### src/hw/rtl/edf_pkg.sv
// edf_pkg: shared types and constants for the EDF task selector.
// Used by edf_front, edf_back and edf_task_selector_unit; no dependencies.
package edf_pkg;

    localparam int SLOTS   = 16;
    localparam int IDX_W   = $clog2(SLOTS);
    localparam int CNT_W   = IDX_W + 1;
    localparam int Q_DEPTH = 4;
    localparam int Q_PTR_W = $clog2(Q_DEPTH);
    localparam int Q_CNT_W = Q_PTR_W + 1;

    localparam int APB_AW = 3;
    localparam int APB_DW = 32;

    localparam logic REG_TASK_COUNT = 1'b0;

    localparam logic OP_LOAD = 1'b0;
    localparam logic OP_TICK = 1'b1;

    typedef struct packed {
        logic        opcode;
        logic [3:0]  slot;
        logic [7:0]  task_id;
        logic [15:0] exec_time;
    } req_word_t;

    typedef struct packed {
        logic [31:0] time_now;
        logic        busy_res;
        logic [7:0]  run_id;
        logic        finished;
    } rsp_word_t;

    typedef struct packed {
        logic      valid;
        req_word_t word;
    } q_head_t;

    typedef enum logic [1:0] {
        BK_IDLE,
        BK_SCAN,
        BK_EMIT
    } bk_state_t;

endpackage

### src/hw/rtl/edf_task_selector_unit.sv
// edf_task_selector_unit: top level of the EDF task selector, APB register.
// Depends on edf_pkg, edf_front and edf_back.
// A load is queued, then written to the slot table when the idle back end
// pops it. A tick scans task_count slots (capped at 16), one slot per cycle,
// and its result is registered; loads are popped one per cycle while idle,
// but none during a tick. A 4-word queue decouples request acceptance.
// Reset clears the slot table, the tick counter and task_count.
module edf_task_selector_unit
(
    input  logic                         clk,
    input  logic                         rst_n,
    input  logic                         req_valid,
    output logic                         req_stall,
    input  edf_pkg::req_word_t           req_word,
    output logic                         rsp_valid,
    input  logic                         rsp_stall,
    output edf_pkg::rsp_word_t           rsp_word,
    input  logic                         psel,
    input  logic                         penable,
    input  logic                         pwrite,
    input  logic [edf_pkg::APB_AW-1:0]   paddr,
    input  logic [edf_pkg::APB_DW-1:0]   pwdata,
    output logic [edf_pkg::APB_DW-1:0]   prdata,
    output logic                         pready
);

    logic [4:0]         task_count_reg, task_count_next;
    logic               reg_sel;
    edf_pkg::q_head_t   head;
    logic               pop;

    assign pready  = 1'b1;
    assign reg_sel = (paddr[2] == edf_pkg::REG_TASK_COUNT);
    assign prdata  = reg_sel ? {27'd0, task_count_reg} : '0;

    always_comb
    begin
        task_count_next = task_count_reg;
        if (psel && penable && pwrite && pready && reg_sel)
        begin
            task_count_next = pwdata[4:0];
        end
    end

    always_ff @(posedge clk or negedge rst_n)
    begin
        if (!rst_n)
        begin
            task_count_reg <= '0;
        end
        else
        begin
            task_count_reg <= task_count_next;
        end
    end

    edf_front u_front
    (
        .clk       (clk),
        .rst_n     (rst_n),
        .req_valid (req_valid),
        .req_stall (req_stall),
        .req_word  (req_word),
        .head      (head),
        .pop       (pop)
    );

    edf_back u_back
    (
        .clk        (clk),
        .rst_n      (rst_n),
        .task_count (task_count_reg),
        .head       (head),
        .pop        (pop),
        .rsp_valid  (rsp_valid),
        .rsp_stall  (rsp_stall),
        .rsp_word   (rsp_word)
    );

endmodule

### src/hw/rtl/edf_front.sv
// edf_front: accepts request words and queues them for the back end.
// Depends on edf_pkg.
module edf_front
(
    input  logic               clk,
    input  logic               rst_n,
    input  logic               req_valid,
    output logic               req_stall,
    input  edf_pkg::req_word_t req_word,
    output edf_pkg::q_head_t   head,
    input  logic               pop
);

    edf_pkg::req_word_t               q_mem [edf_pkg::Q_DEPTH];
    logic [edf_pkg::Q_PTR_W-1:0]      wr_ptr_reg, wr_ptr_next;
    logic [edf_pkg::Q_PTR_W-1:0]      rd_ptr_reg, rd_ptr_next;
    logic [edf_pkg::Q_CNT_W-1:0]      cnt_reg, cnt_next;
    logic                             push;
    logic                             do_pop;

    assign req_stall = (cnt_reg == edf_pkg::Q_CNT_W'(edf_pkg::Q_DEPTH));
    assign push      = req_valid && !req_stall;
    assign do_pop    = pop && (cnt_reg != '0);

    assign head.valid = (cnt_reg != '0);
    assign head.word  = q_mem[rd_ptr_reg];

    always_comb
    begin
        wr_ptr_next = push   ? wr_ptr_reg + 1'b1 : wr_ptr_reg;
        rd_ptr_next = do_pop ? rd_ptr_reg + 1'b1 : rd_ptr_reg;
        cnt_next    = cnt_reg;
        if (push && !do_pop)
        begin
            cnt_next = cnt_reg + 1'b1;
        end
        else if (do_pop && !push)
        begin
            cnt_next = cnt_reg - 1'b1;
        end
    end

    always_ff @(posedge clk)
    begin
        if (push)
        begin
            q_mem[wr_ptr_reg] <= req_word;
        end
    end

    always_ff @(posedge clk or negedge rst_n)
    begin
        if (!rst_n)
        begin
            wr_ptr_reg <= '0;
            rd_ptr_reg <= '0;
            cnt_reg    <= '0;
        end
        else
        begin
            wr_ptr_reg <= wr_ptr_next;
            rd_ptr_reg <= rd_ptr_next;
            cnt_reg    <= cnt_next;
        end
    end

endmodule

### src/hw/rtl/edf_back.sv
// edf_back: slot table, serial minimum-deadline scan and result register.
// Depends on edf_pkg.
module edf_back
(
    input  logic               clk,
    input  logic               rst_n,
    input  logic [4:0]         task_count,
    input  edf_pkg::q_head_t   head,
    output logic               pop,
    output logic               rsp_valid,
    input  logic               rsp_stall,
    output edf_pkg::rsp_word_t rsp_word
);

    logic [7:0]                  ident_reg  [edf_pkg::SLOTS];
    logic [15:0]                 remain_reg [edf_pkg::SLOTS];
    logic [15:0]                 dline_reg  [edf_pkg::SLOTS];

    edf_pkg::bk_state_t          state_reg, state_next;
    logic [edf_pkg::CNT_W-1:0]   idx_reg, idx_next;
    logic [edf_pkg::CNT_W-1:0]   limit;
    logic                        found_reg, found_next;
    logic [edf_pkg::IDX_W-1:0]   best_reg, best_next;
    logic [15:0]                 best_dl_reg, best_dl_next;
    logic [7:0]                  best_id_reg, best_id_next;
    logic [15:0]                 best_rem_reg, best_rem_next;
    logic [31:0]                 tick_reg, tick_next;
    logic                        out_valid_reg, out_valid_next;
    edf_pkg::rsp_word_t          out_word_reg, out_word_next;

    logic [edf_pkg::IDX_W-1:0]   scan_idx;
    logic [7:0]                  cur_id;
    logic [15:0]                 cur_rem;
    logic [15:0]                 cur_dl;
    logic                        better;
    logic                        load_wr;
    logic                        emit;
    logic [edf_pkg::IDX_W-1:0]   load_idx;

    assign rsp_valid = out_valid_reg;
    assign rsp_word  = out_word_reg;

    always_comb
    begin
        if (32'(task_count) > 32'(edf_pkg::SLOTS))
        begin
            limit = edf_pkg::CNT_W'(edf_pkg::SLOTS);
        end
        else
        begin
            limit = edf_pkg::CNT_W'(task_count);
        end
    end

    assign scan_idx = idx_reg[edf_pkg::IDX_W-1:0];
    assign cur_id   = ident_reg[scan_idx];
    assign cur_rem  = remain_reg[scan_idx];
    assign cur_dl   = dline_reg[scan_idx];
    assign better   = (cur_rem != '0) &&
                      (!found_reg || (cur_dl < best_dl_reg) ||
                       ((cur_dl == best_dl_reg) && (cur_id < best_id_reg)));
    assign load_idx = edf_pkg::IDX_W'(head.word.slot);

    always_comb
    begin
        state_next     = state_reg;
        idx_next       = idx_reg;
        found_next     = found_reg;
        best_next      = best_reg;
        best_dl_next   = best_dl_reg;
        best_id_next   = best_id_reg;
        best_rem_next  = best_rem_reg;
        tick_next      = tick_reg;
        out_word_next  = out_word_reg;
        out_valid_next = out_valid_reg && rsp_stall;
        pop            = 1'b0;
        load_wr        = 1'b0;
        emit           = 1'b0;
        unique case (state_reg)
            edf_pkg::BK_IDLE:
            begin
                if (head.valid)
                begin
                    pop = 1'b1;
                    if (head.word.opcode == edf_pkg::OP_LOAD)
                    begin
                        load_wr = (32'(head.word.slot) < 32'(edf_pkg::SLOTS));
                    end
                    else
                    begin
                        idx_next   = '0;
                        found_next = 1'b0;
                        state_next = edf_pkg::BK_SCAN;
                    end
                end
            end
            edf_pkg::BK_SCAN:
            begin
                if (idx_reg == limit)
                begin
                    state_next = edf_pkg::BK_EMIT;
                end
                else
                begin
                    if (better)
                    begin
                        found_next    = 1'b1;
                        best_next     = scan_idx;
                        best_dl_next  = cur_dl;
                        best_id_next  = cur_id;
                        best_rem_next = cur_rem;
                    end
                    idx_next = idx_reg + 1'b1;
                end
            end
            edf_pkg::BK_EMIT:
            begin
                if (!out_valid_reg || !rsp_stall)
                begin
                    emit                   = 1'b1;
                    out_valid_next         = 1'b1;
                    out_word_next.time_now = tick_reg;
                    out_word_next.busy_res = found_reg;
                    out_word_next.run_id   = found_reg ? best_id_reg : 8'd0;
                    out_word_next.finished = found_reg && (best_rem_reg == 16'd1);
                    tick_next              = tick_reg + 32'd1;
                    state_next             = edf_pkg::BK_IDLE;
                end
            end
            default:
            begin
                state_next = edf_pkg::BK_IDLE;
            end
        endcase
    end

    always_ff @(posedge clk or negedge rst_n)
    begin
        if (!rst_n)
        begin
            for (int i = 0; i < edf_pkg::SLOTS; i++)
            begin
                ident_reg[i]  <= '0;
                remain_reg[i] <= '0;
                dline_reg[i]  <= '0;
            end
        end
        else if (load_wr)
        begin
            ident_reg[load_idx]  <= head.word.task_id;
            remain_reg[load_idx] <= head.word.exec_time;
            dline_reg[load_idx]  <= head.word.exec_time;
        end
        else if (emit && found_reg)
        begin
            remain_reg[best_reg] <= best_rem_reg - 16'd1;
        end
    end

    always_ff @(posedge clk)
    begin
        best_reg     <= best_next;
        best_dl_reg  <= best_dl_next;
        best_id_reg  <= best_id_next;
        best_rem_reg <= best_rem_next;
        out_word_reg <= out_word_next;
    end

    always_ff @(posedge clk or negedge rst_n)
    begin
        if (!rst_n)
        begin
            state_reg     <= edf_pkg::BK_IDLE;
            idx_reg       <= '0;
            found_reg     <= 1'b0;
            tick_reg      <= '0;
            out_valid_reg <= 1'b0;
        end
        else
        begin
            state_reg     <= state_next;
            idx_reg       <= idx_next;
            found_reg     <= found_next;
            tick_reg      <= tick_next;
            out_valid_reg <= out_valid_next;
        end
    end

endmodule
### config.mk
export PLATFORM = sky130hd
export DESIGN_NAME = edf_task_selector_unit
export DESIGN_NICKNAME = d
export VERILOG_FILES = /design/src/hw/rtl/edf_pkg.sv /design/src/hw/rtl/edf_task_selector_unit.sv /design/src/hw/rtl/edf_front.sv /design/src/hw/rtl/edf_back.sv
export SDC_FILE = /design/constraint.sdc
export NUM_CORES = 2
export LEC_CHECK = 0
export BUFFER_PORTS_ARGS = -buffer_cell sky130_fd_sc_hd__buf_2
export CAP_MARGIN = 20
export CORE_UTILIZATION = 55
export CTS_BUF_LIST = sky130_fd_sc_hd__clkbuf_8 sky130_fd_sc_hd__clkbuf_16
export CTS_CLUSTER_SIZE = 28
export DETAILED_ROUTE_END_ITERATION = 10
export HOLD_SLACK_MARGIN = 0.06
export PLACE_DENSITY = 0.72
export SYNTH_ARGS = -nofsm -noshare
export SYNTH_HDL_FRONTEND = slang
export SYNTH_SLANG_ARGS = --single-unit
### constraint.sdc
create_clock -name clk -period 15.9 [get_ports clk]
set_input_delay 3.18 -clock clk [delete_from_list [all_inputs] [get_ports clk]]
set_output_delay 3.18 -clock clk [all_outputs]
set_load 0.01 [all_outputs]
; ---- Word-level counts from Yosys, hierarchy flattened
; Memories as Yosys holds them, arrays and structs flattened.
; Index checks and enable logic that the tools add are counted.
[totals]
ff_bits = 779
mem_bits_rw = 116
inputBits = 71
memories = 1
[op_classes]
add_sub_neg = 7
n_lt_le_gt_ge = 8
n_eq_ne = 12
n_mux = 50
n_bitwise = 5
n_reduce_logical = 34
[memory_table]
columns = name, depth, word_bits, rd, rd_ports_with_merged_regs, wr, line
row1 = u_front.q_mem, 4, 29, 1, 0, 1, edf_front.sv:14  ; edf_pkg::req_word_t q_mem [edf_pkg::Q_DEPTH];
[ops]
columns = op, count
row1 = bitwise mux 256 bit, 3
row2 = two-way mux 256 bit, 2
row3 = binary-select mux 16 bit (select 4 bit), 2
row4 = bitwise mux 128 bit, 1
row5 = demux 16 bit (select 4 bit), 2
row6 = two-way mux 16 bit, 6
row7 = "adder 32 x 1 -> 32 bit, second input constant", 1
row8 = binary-select mux 8 bit (select 4 bit), 1
row9 = demux 8 bit (select 4 bit), 1
row10 = two-way mux 5 bit, 5
row11 = two-way mux 8 bit, 3
row12 = "equality test 16 x 1 -> 1 bit, second input constant", 1
row13 = equality test 16 bit, 1
row14 = less-than comparator 16 bit, 1
row15 = nonzero test 16 bit, 1
row16 = "subtractor 16 x 1 -> 16 bit, second input constant", 1
row17 = "greater-or-equal comparator 5 bit, second input constant", 3
row18 = two-way mux 1 bit, 15
row19 = NOT 4 -> 5 bit, 3
row20 = logical AND 1 bit, 14
row21 = "less-than comparator 5 x 1 -> 1 bit, second input constant", 2
row22 = one-hot mux 5 bit (2 select lines), 1
row23 = less-than comparator 8 bit, 1
row24 = two-way mux 2 bit, 4
row25 = 24 further kinds, 41

; ---- Logic depth before layout (Yosys ltp)
[depth]
word_depth = 11
ltp_mapped = 13
depth_no_buf = 10

; ---- Hierarchy
; A second synthesis with hierarchy kept.
[hier_totals]
hier_cells = 3707
hier_area_um2 = 41011.8
[by_module_without_submodules]
columns = module, instances, cells_each, area_per_inst_um2, seq_area_each_um2
row1 = edf_back, 1, 3475, 35922.0, 19623.8
row2 = edf_front, 1, 186, 4623.2, 3658.5
row3 = edf_task_selector_unit, 1, 46, 466.7, 125.1

; ---- Worst setup path after synthesis
; OpenSTA, ideal clock, no wires.
[synth_timing]
path_kind = register to register
startpoint = reg u_back.idx_reg[0] (netlist bit)
endpoint = reg u_back.best_dl_reg[0] (enable)
setup_ns = 0.509
arrival_ns = 7.028
required_ns = 15.391
path_slack_ns = 8.362
stages_incl_launch_ff = 14
n_path_buf = 4
cell_sequence = dfrtp_1 -> buf_2 -> buf_2 -> clkbuf_1 -> buf_2 -> mux4_2 -> mux4_2 -> ha_1 -> nand4_1 -> nor4b_1 -> o211ai_1 -> a221o_1 -> o211ai_1 -> nor3b_1
[synth_via]
elab_chain_len = 9
[synth_rtl]
columns = element, line
row1 = from (decl), edf_back.sv:20  ; logic [edf_pkg::CNT_W-1:0] idx_reg, idx_next;
row2 = from (signal assigned), edf_back.sv:182  ; idx_reg <= idx_next;
row3 = NOT 4 -> 5 bit (not written as such) (*), edf_back.sv:58  ; assign cur_dl = dline_reg[scan_idx];
row4 = binary-select mux 16 bit (select 4 bit) (*), edf_back.sv:58
row5 = two-way mux 16 bit (not written as such) (*) (2 in a row), edf_back.sv:58
row6 = named net u_back.cur_dl[6], edf_back.sv:34  ; logic [15:0] cur_dl;
row7 = less-than comparator 16 bit or equality test 16 bit (tied branches), "edf_back.sv:60, edf_back.sv:61"
row8 = logical OR 1 bit or logical AND 1 bit (tied branches), "edf_back.sv:60, edf_back.sv:61"
row9 = logical OR 1 bit (*), edf_back.sv:60  ; (!found_reg || (cur_dl < best_dl_reg) ||
row10 = logical AND 1 bit (*), edf_back.sv:59  ; assign better = (cur_rem != '0) &&
row11 = AND reduction 3 bit (no line) (*), --
row12 = to (signal assigned), edf_back.sv:163  ; best_dl_reg <= best_dl_next;
row13 = to (decl), edf_back.sv:24  ; logic [15:0] best_dl_reg, best_dl_next;
; Mark *: on every way through the listed nets, which the timed path passes. The rest lies on a longest branch. The select of a mux whose other input is x is not followed.
; A chain may end at the register's enable or synchronous reset.

; ---- Final worst setup path
[layout_timing]
startpoint = in paddr[2] (netlist bit)
endpoint = out prdata[2] (netlist bit)
[layout_via]
elab_chain_len = 1
[layout_rtl]
columns = element, line
row1 = from (decl), edf_task_selector_unit.sv:21  ; input logic [edf_pkg::APB_AW-1:0] paddr,
row2 = two-way mux 5 bit, edf_task_selector_unit.sv:34  ; assign prdata = reg_sel ? {27'd0, task_count_reg} : '0;
row3 = to (decl), edf_task_selector_unit.sv:23  ; output logic [edf_pkg::APB_DW-1:0] prdata,
; No other way between the ends.

==> summary.md <==
| Metric | Value |
|---|---|
| Stages on the worst setup path | `3` |
| Total core area | `73,330 µm²` |
| WL final | `115,600 µm` |
| Post-synth top flop | `dfrtp_1` |
| Die H | `274.7 µm` |
| Leakage | `19.70 nW` |
| CP endpoint kind | `output port` |
| Setup TNS | `0 ns` |
| Failing checks | `DRC` |
| Via density | `6.524` |
| GRT Resource Usage Total | `31.37%` |
| Power Dens Cells | `216.8 nW/µm²` |
| Crit path from | `paddr[2]` |
| Combinational Power Share | `38.8%` |
| Largest family of logic cells by synthesized area | `compound AO/OA/AOI/OAI gates` |
| Unique masters post-synth | `55` |
| Int Power | `6.045 mW` |
| Critical-path cell list | `buf_2 -> nor2b_1 -> buf_2` |
| Required time of the critical path | `12.72 ns` |
| Port Buf Inserts | `90` |
| CTS root buf | `clkbuf_16` |
| Reg clk slew, reported paths | `0.06 ns` |
| Most frequent CP cell | `buf_2` |
| CTS tree | `yes` |
| Mean Syn Cell Area | `11.69 µm²` |
| Worst Path Max Fanout | `6` |
| Hold Vio Cnt, Final | `0` |
| EDFF count, synth | `202` |
| Top delay family on crit path | `buffers and inverters` |
| I/O pins | `148` |
| Die ar. | `75,480 µm²` |
| First-pass GRT wire length | `178,200 µm` |
| Starting Density | `55.79%` |
| Max-slew headroom at the worst pin | `24.03%` |
| Reg2Reg Depth | `12` |
| Syn Std Cell Area | `40,910 µm²` |
| CTS Hold Bufs | `0` |
| Synth warn | `0` |
| Fmax | `148.8 MHz` |
| Vias in the first global route | `29,290` |
| Final Wtd Congestion | `0.8713` |
| Reg-to-reg setup timing slack | `9.53 ns` |
| NetSw | `3.773 mW` |
| Post-Synth Adder-Cell Area | `1.028%` |
| Max IR drop VDD | `0.0001633 V` |
| HPWL after DPL | `66,310 µm` |
| Worst Max-Slew Pin Slew | `1.135 ns` |
| Clk pwr share | `22.3%` |
| Most common cell after layout, fill and taps aside | `nand2_1` |
| Nets | `3,574` |
| Proportion of synthesized area in mux cells | `11.92%` |
| Initial DRT Pass Iterations | `11` |
| Later-pin clock latency in the skew report | `0.66 ns` |
| Reg power frac | `38.9%` |
| Area grow syn2layout | `10.71%` |
| WS Path Type | `input port to output port` |
| Most frequent cells in the layout | `nand2_1, dfrtp_1, mux4_2` |
| Async SR Flop Fraction | `77.43%` |
| CTS sink cnt | `895` |
| Critical path buffers and inverters | `2` |
| Result of the run | `finished with violations` |
| Share of cells above drive strength 1 | `17.00%` |
| Startpoint Class | `input port` |
| TritonCTS Buffers | `92` |
| Total grt overflow | `0` |
| RR Endpoint | `u_back.best_rem_reg[5]$_DFFE_PP_` |
| #FFs+latches synth | `895` |
| Setup crit end | `prdata[2]` |
| DRT antenna net count | `0` |
| Crit share post-route | `42.26%` |
| Per-cell routed wire length | `25.64 µm` |
| Max-slew violations | `0` |
| Vias | `29,420` |
| Sequential fraction of the synthesis area | `57.22%` |
| Initial DRC count | `3,922` |
| Std cell rows | `99` |
| Gates resized, CTS repair | `0` |
| RSZ-0062 raised after global routing | `no` |
| DRC errors left | `12` |
| Max_cap viols | `0` |
| Compound-gate portion of the synthesized area | `12.59%` |
| Max H-tree Level | `3` |
| Slowest cell delay on critical path | `0.13 ns` |
| Initial antenna violation count | `4` |
| Die width | `274.7 µm` |
| Post-CTS Setup Inserts | `0` |
| Sw Share | `38.43%` |
| Worst flop-to-flop path startpoint | `u_back.idx_reg[0]$_DFFE_PN0P_` |
| Design Power | `9.818 mW` |
| Simple-gate area share of the yosys netlist | `12.15%` |
| Setup-failing EPs final | `0` |
| Synth Instances | `3,499` |
| Largest net degree at the start of global routing | `166` |
| Worst hold path type | `flip-flop to flip-flop` |
| Slowest CP cell | `buf_2` |
| Post-synthesis xor/xnor area fraction | `1.242%` |
| Final min period | `6.719 ns` |
| WP data arrival | `3.54 ns` |
| Max Buffers Root-to-Sink | `3` |
| Final clock skew | `0.03122 ns` |
[through the flow]
step	setup WS [ns]	utilization [%]	hold WS, ns	cells	area, µm²
finish	9.181	61.77	0.4539	4510	45290
global placement	9.161	57.51	0.4379	4334	42170
detailed placement	9.160	57.51	0.4320	4334	42170
floorplan	8.362	-	0.4249	3525	41010
CTS	9.182	61.75	0.4563	4506	45280
global route	9.092	61.76	0.4605	4507	45290
[cell type report]
type | instances | area [µm²]
multi-input cells | 2268 | 16300
clock buffers | 119 | 2719
well taps | 959 | 1200
repair buffers | 177 | 1126
clock inverters | 53 | 389.1
flip-flops and latches | 895 | 23420
inverters | 36 | 135.1
fillers | 5697 | 28040
diodes | 3 | 7.507
[kinds of logic (layout without fill, tap and decap cells)]
family | after synthesis | after routing
other | 2 | 31
muxes | 227 | 227
and+or+nand+nor | 1225 | 1225
DFF | 895 | 895
xor gates and xnor gates | 58 | 58
adders and majority gates | 33 | 33
buffers and inverters | 362 | 385
AOI/OAI and AO/OA | 697 | 697
[Yosys cell counts, drive strengths merged, types with 9 or more instances]
master,n,area (µm²)
o21ai,124,635.6
nand3,14,70.07
and2,9,56.31
nor3,11,55.05
xor2,20,175.2
a22oi,198,1486
ha,32,400.4
o22ai,77,481.7
nor4,11,68.82
nand2,1040,3904
a22o,86,753.2
inv,35,131.4
a21oi,12,60.06
mux2,13,146.4
o2bb2ai,182,1594
mux4,207,4662
xnor2,38,332.8
nor2b,13,81.33
buf,113,631.9
nor2,66,277.8
edfxtp,202,6066
nand4,16,100.1
clkbuf,213,799.5
dfrtp,693,17340
[worst min-delay path by stage]
stage	from	end	slack, ns	depth (start not counted)
finish	u_back.tick_reg[18]$_DFFE_PN0P_	u_back.rsp_word[28]$_DFFE_PP_	0.45	0
global route	u_back.tick_reg[18]$_DFFE_PN0P_	u_back.rsp_word[28]$_DFFE_PP_	0.46	0
CTS	u_back.tick_reg[18]$_DFFE_PN0P_	u_back.rsp_word[28]$_DFFE_PP_	0.46	0
detailed placement	u_back.tick_reg[18]$_DFFE_PN0P_	u_back.rsp_word[28]$_DFFE_PP_	0.43	0
global placement	u_back.tick_reg[18]$_DFFE_PN0P_	u_back.rsp_word[28]$_DFFE_PP_	0.44	0
floorplan	u_back.tick_reg[18]$_DFFE_PN0P_	u_back.rsp_word[28]$_DFFE_PP_	0.42	0
[per-layer routing]
| metal | routed length (µm) | track usage [%] | vias up |
|---|---|---|---|
| met3 | 11940 | 7.480 | 295 |
| met1 | 45940 | 43.85 | 14890 |
| met4 | 4180 | 11.11 | 0 |
| li1 | - | - | 12520 |
| met5 | 0 | 0 | - |
| met2 | 53560 | 48.39 | 1723 |
[power groups by stage]
stage	combinational [mW]	clock [mW]	sequential, mW
2_1_floorplan	2.72	0	3.64
3_3_place_gp	3.67	0	3.79
3_5_place_dp	3.74	0	3.82
4_1_cts	3.76	2.22	3.80
5_1_grt	4.09	2.30	3.90
6_report	3.81	2.19	3.81
[worst register-to-register path, stage by stage, from the launching register on]
cell and delay (ns):
dfrtp_4 0.70, buf_4 0.73, buf_4 0.79, mux4_2 0.65
mux4_2 0.58, ha_1 0.34, nand4_1 0.11, nor4b_1 0.55
o211ai_1 0.17, a221o_1 0.34, o211ai_1 0.21, nor3b_2 0.22
buf_4 0.60
No activity file was read; power rests on OpenSTA's default activity.
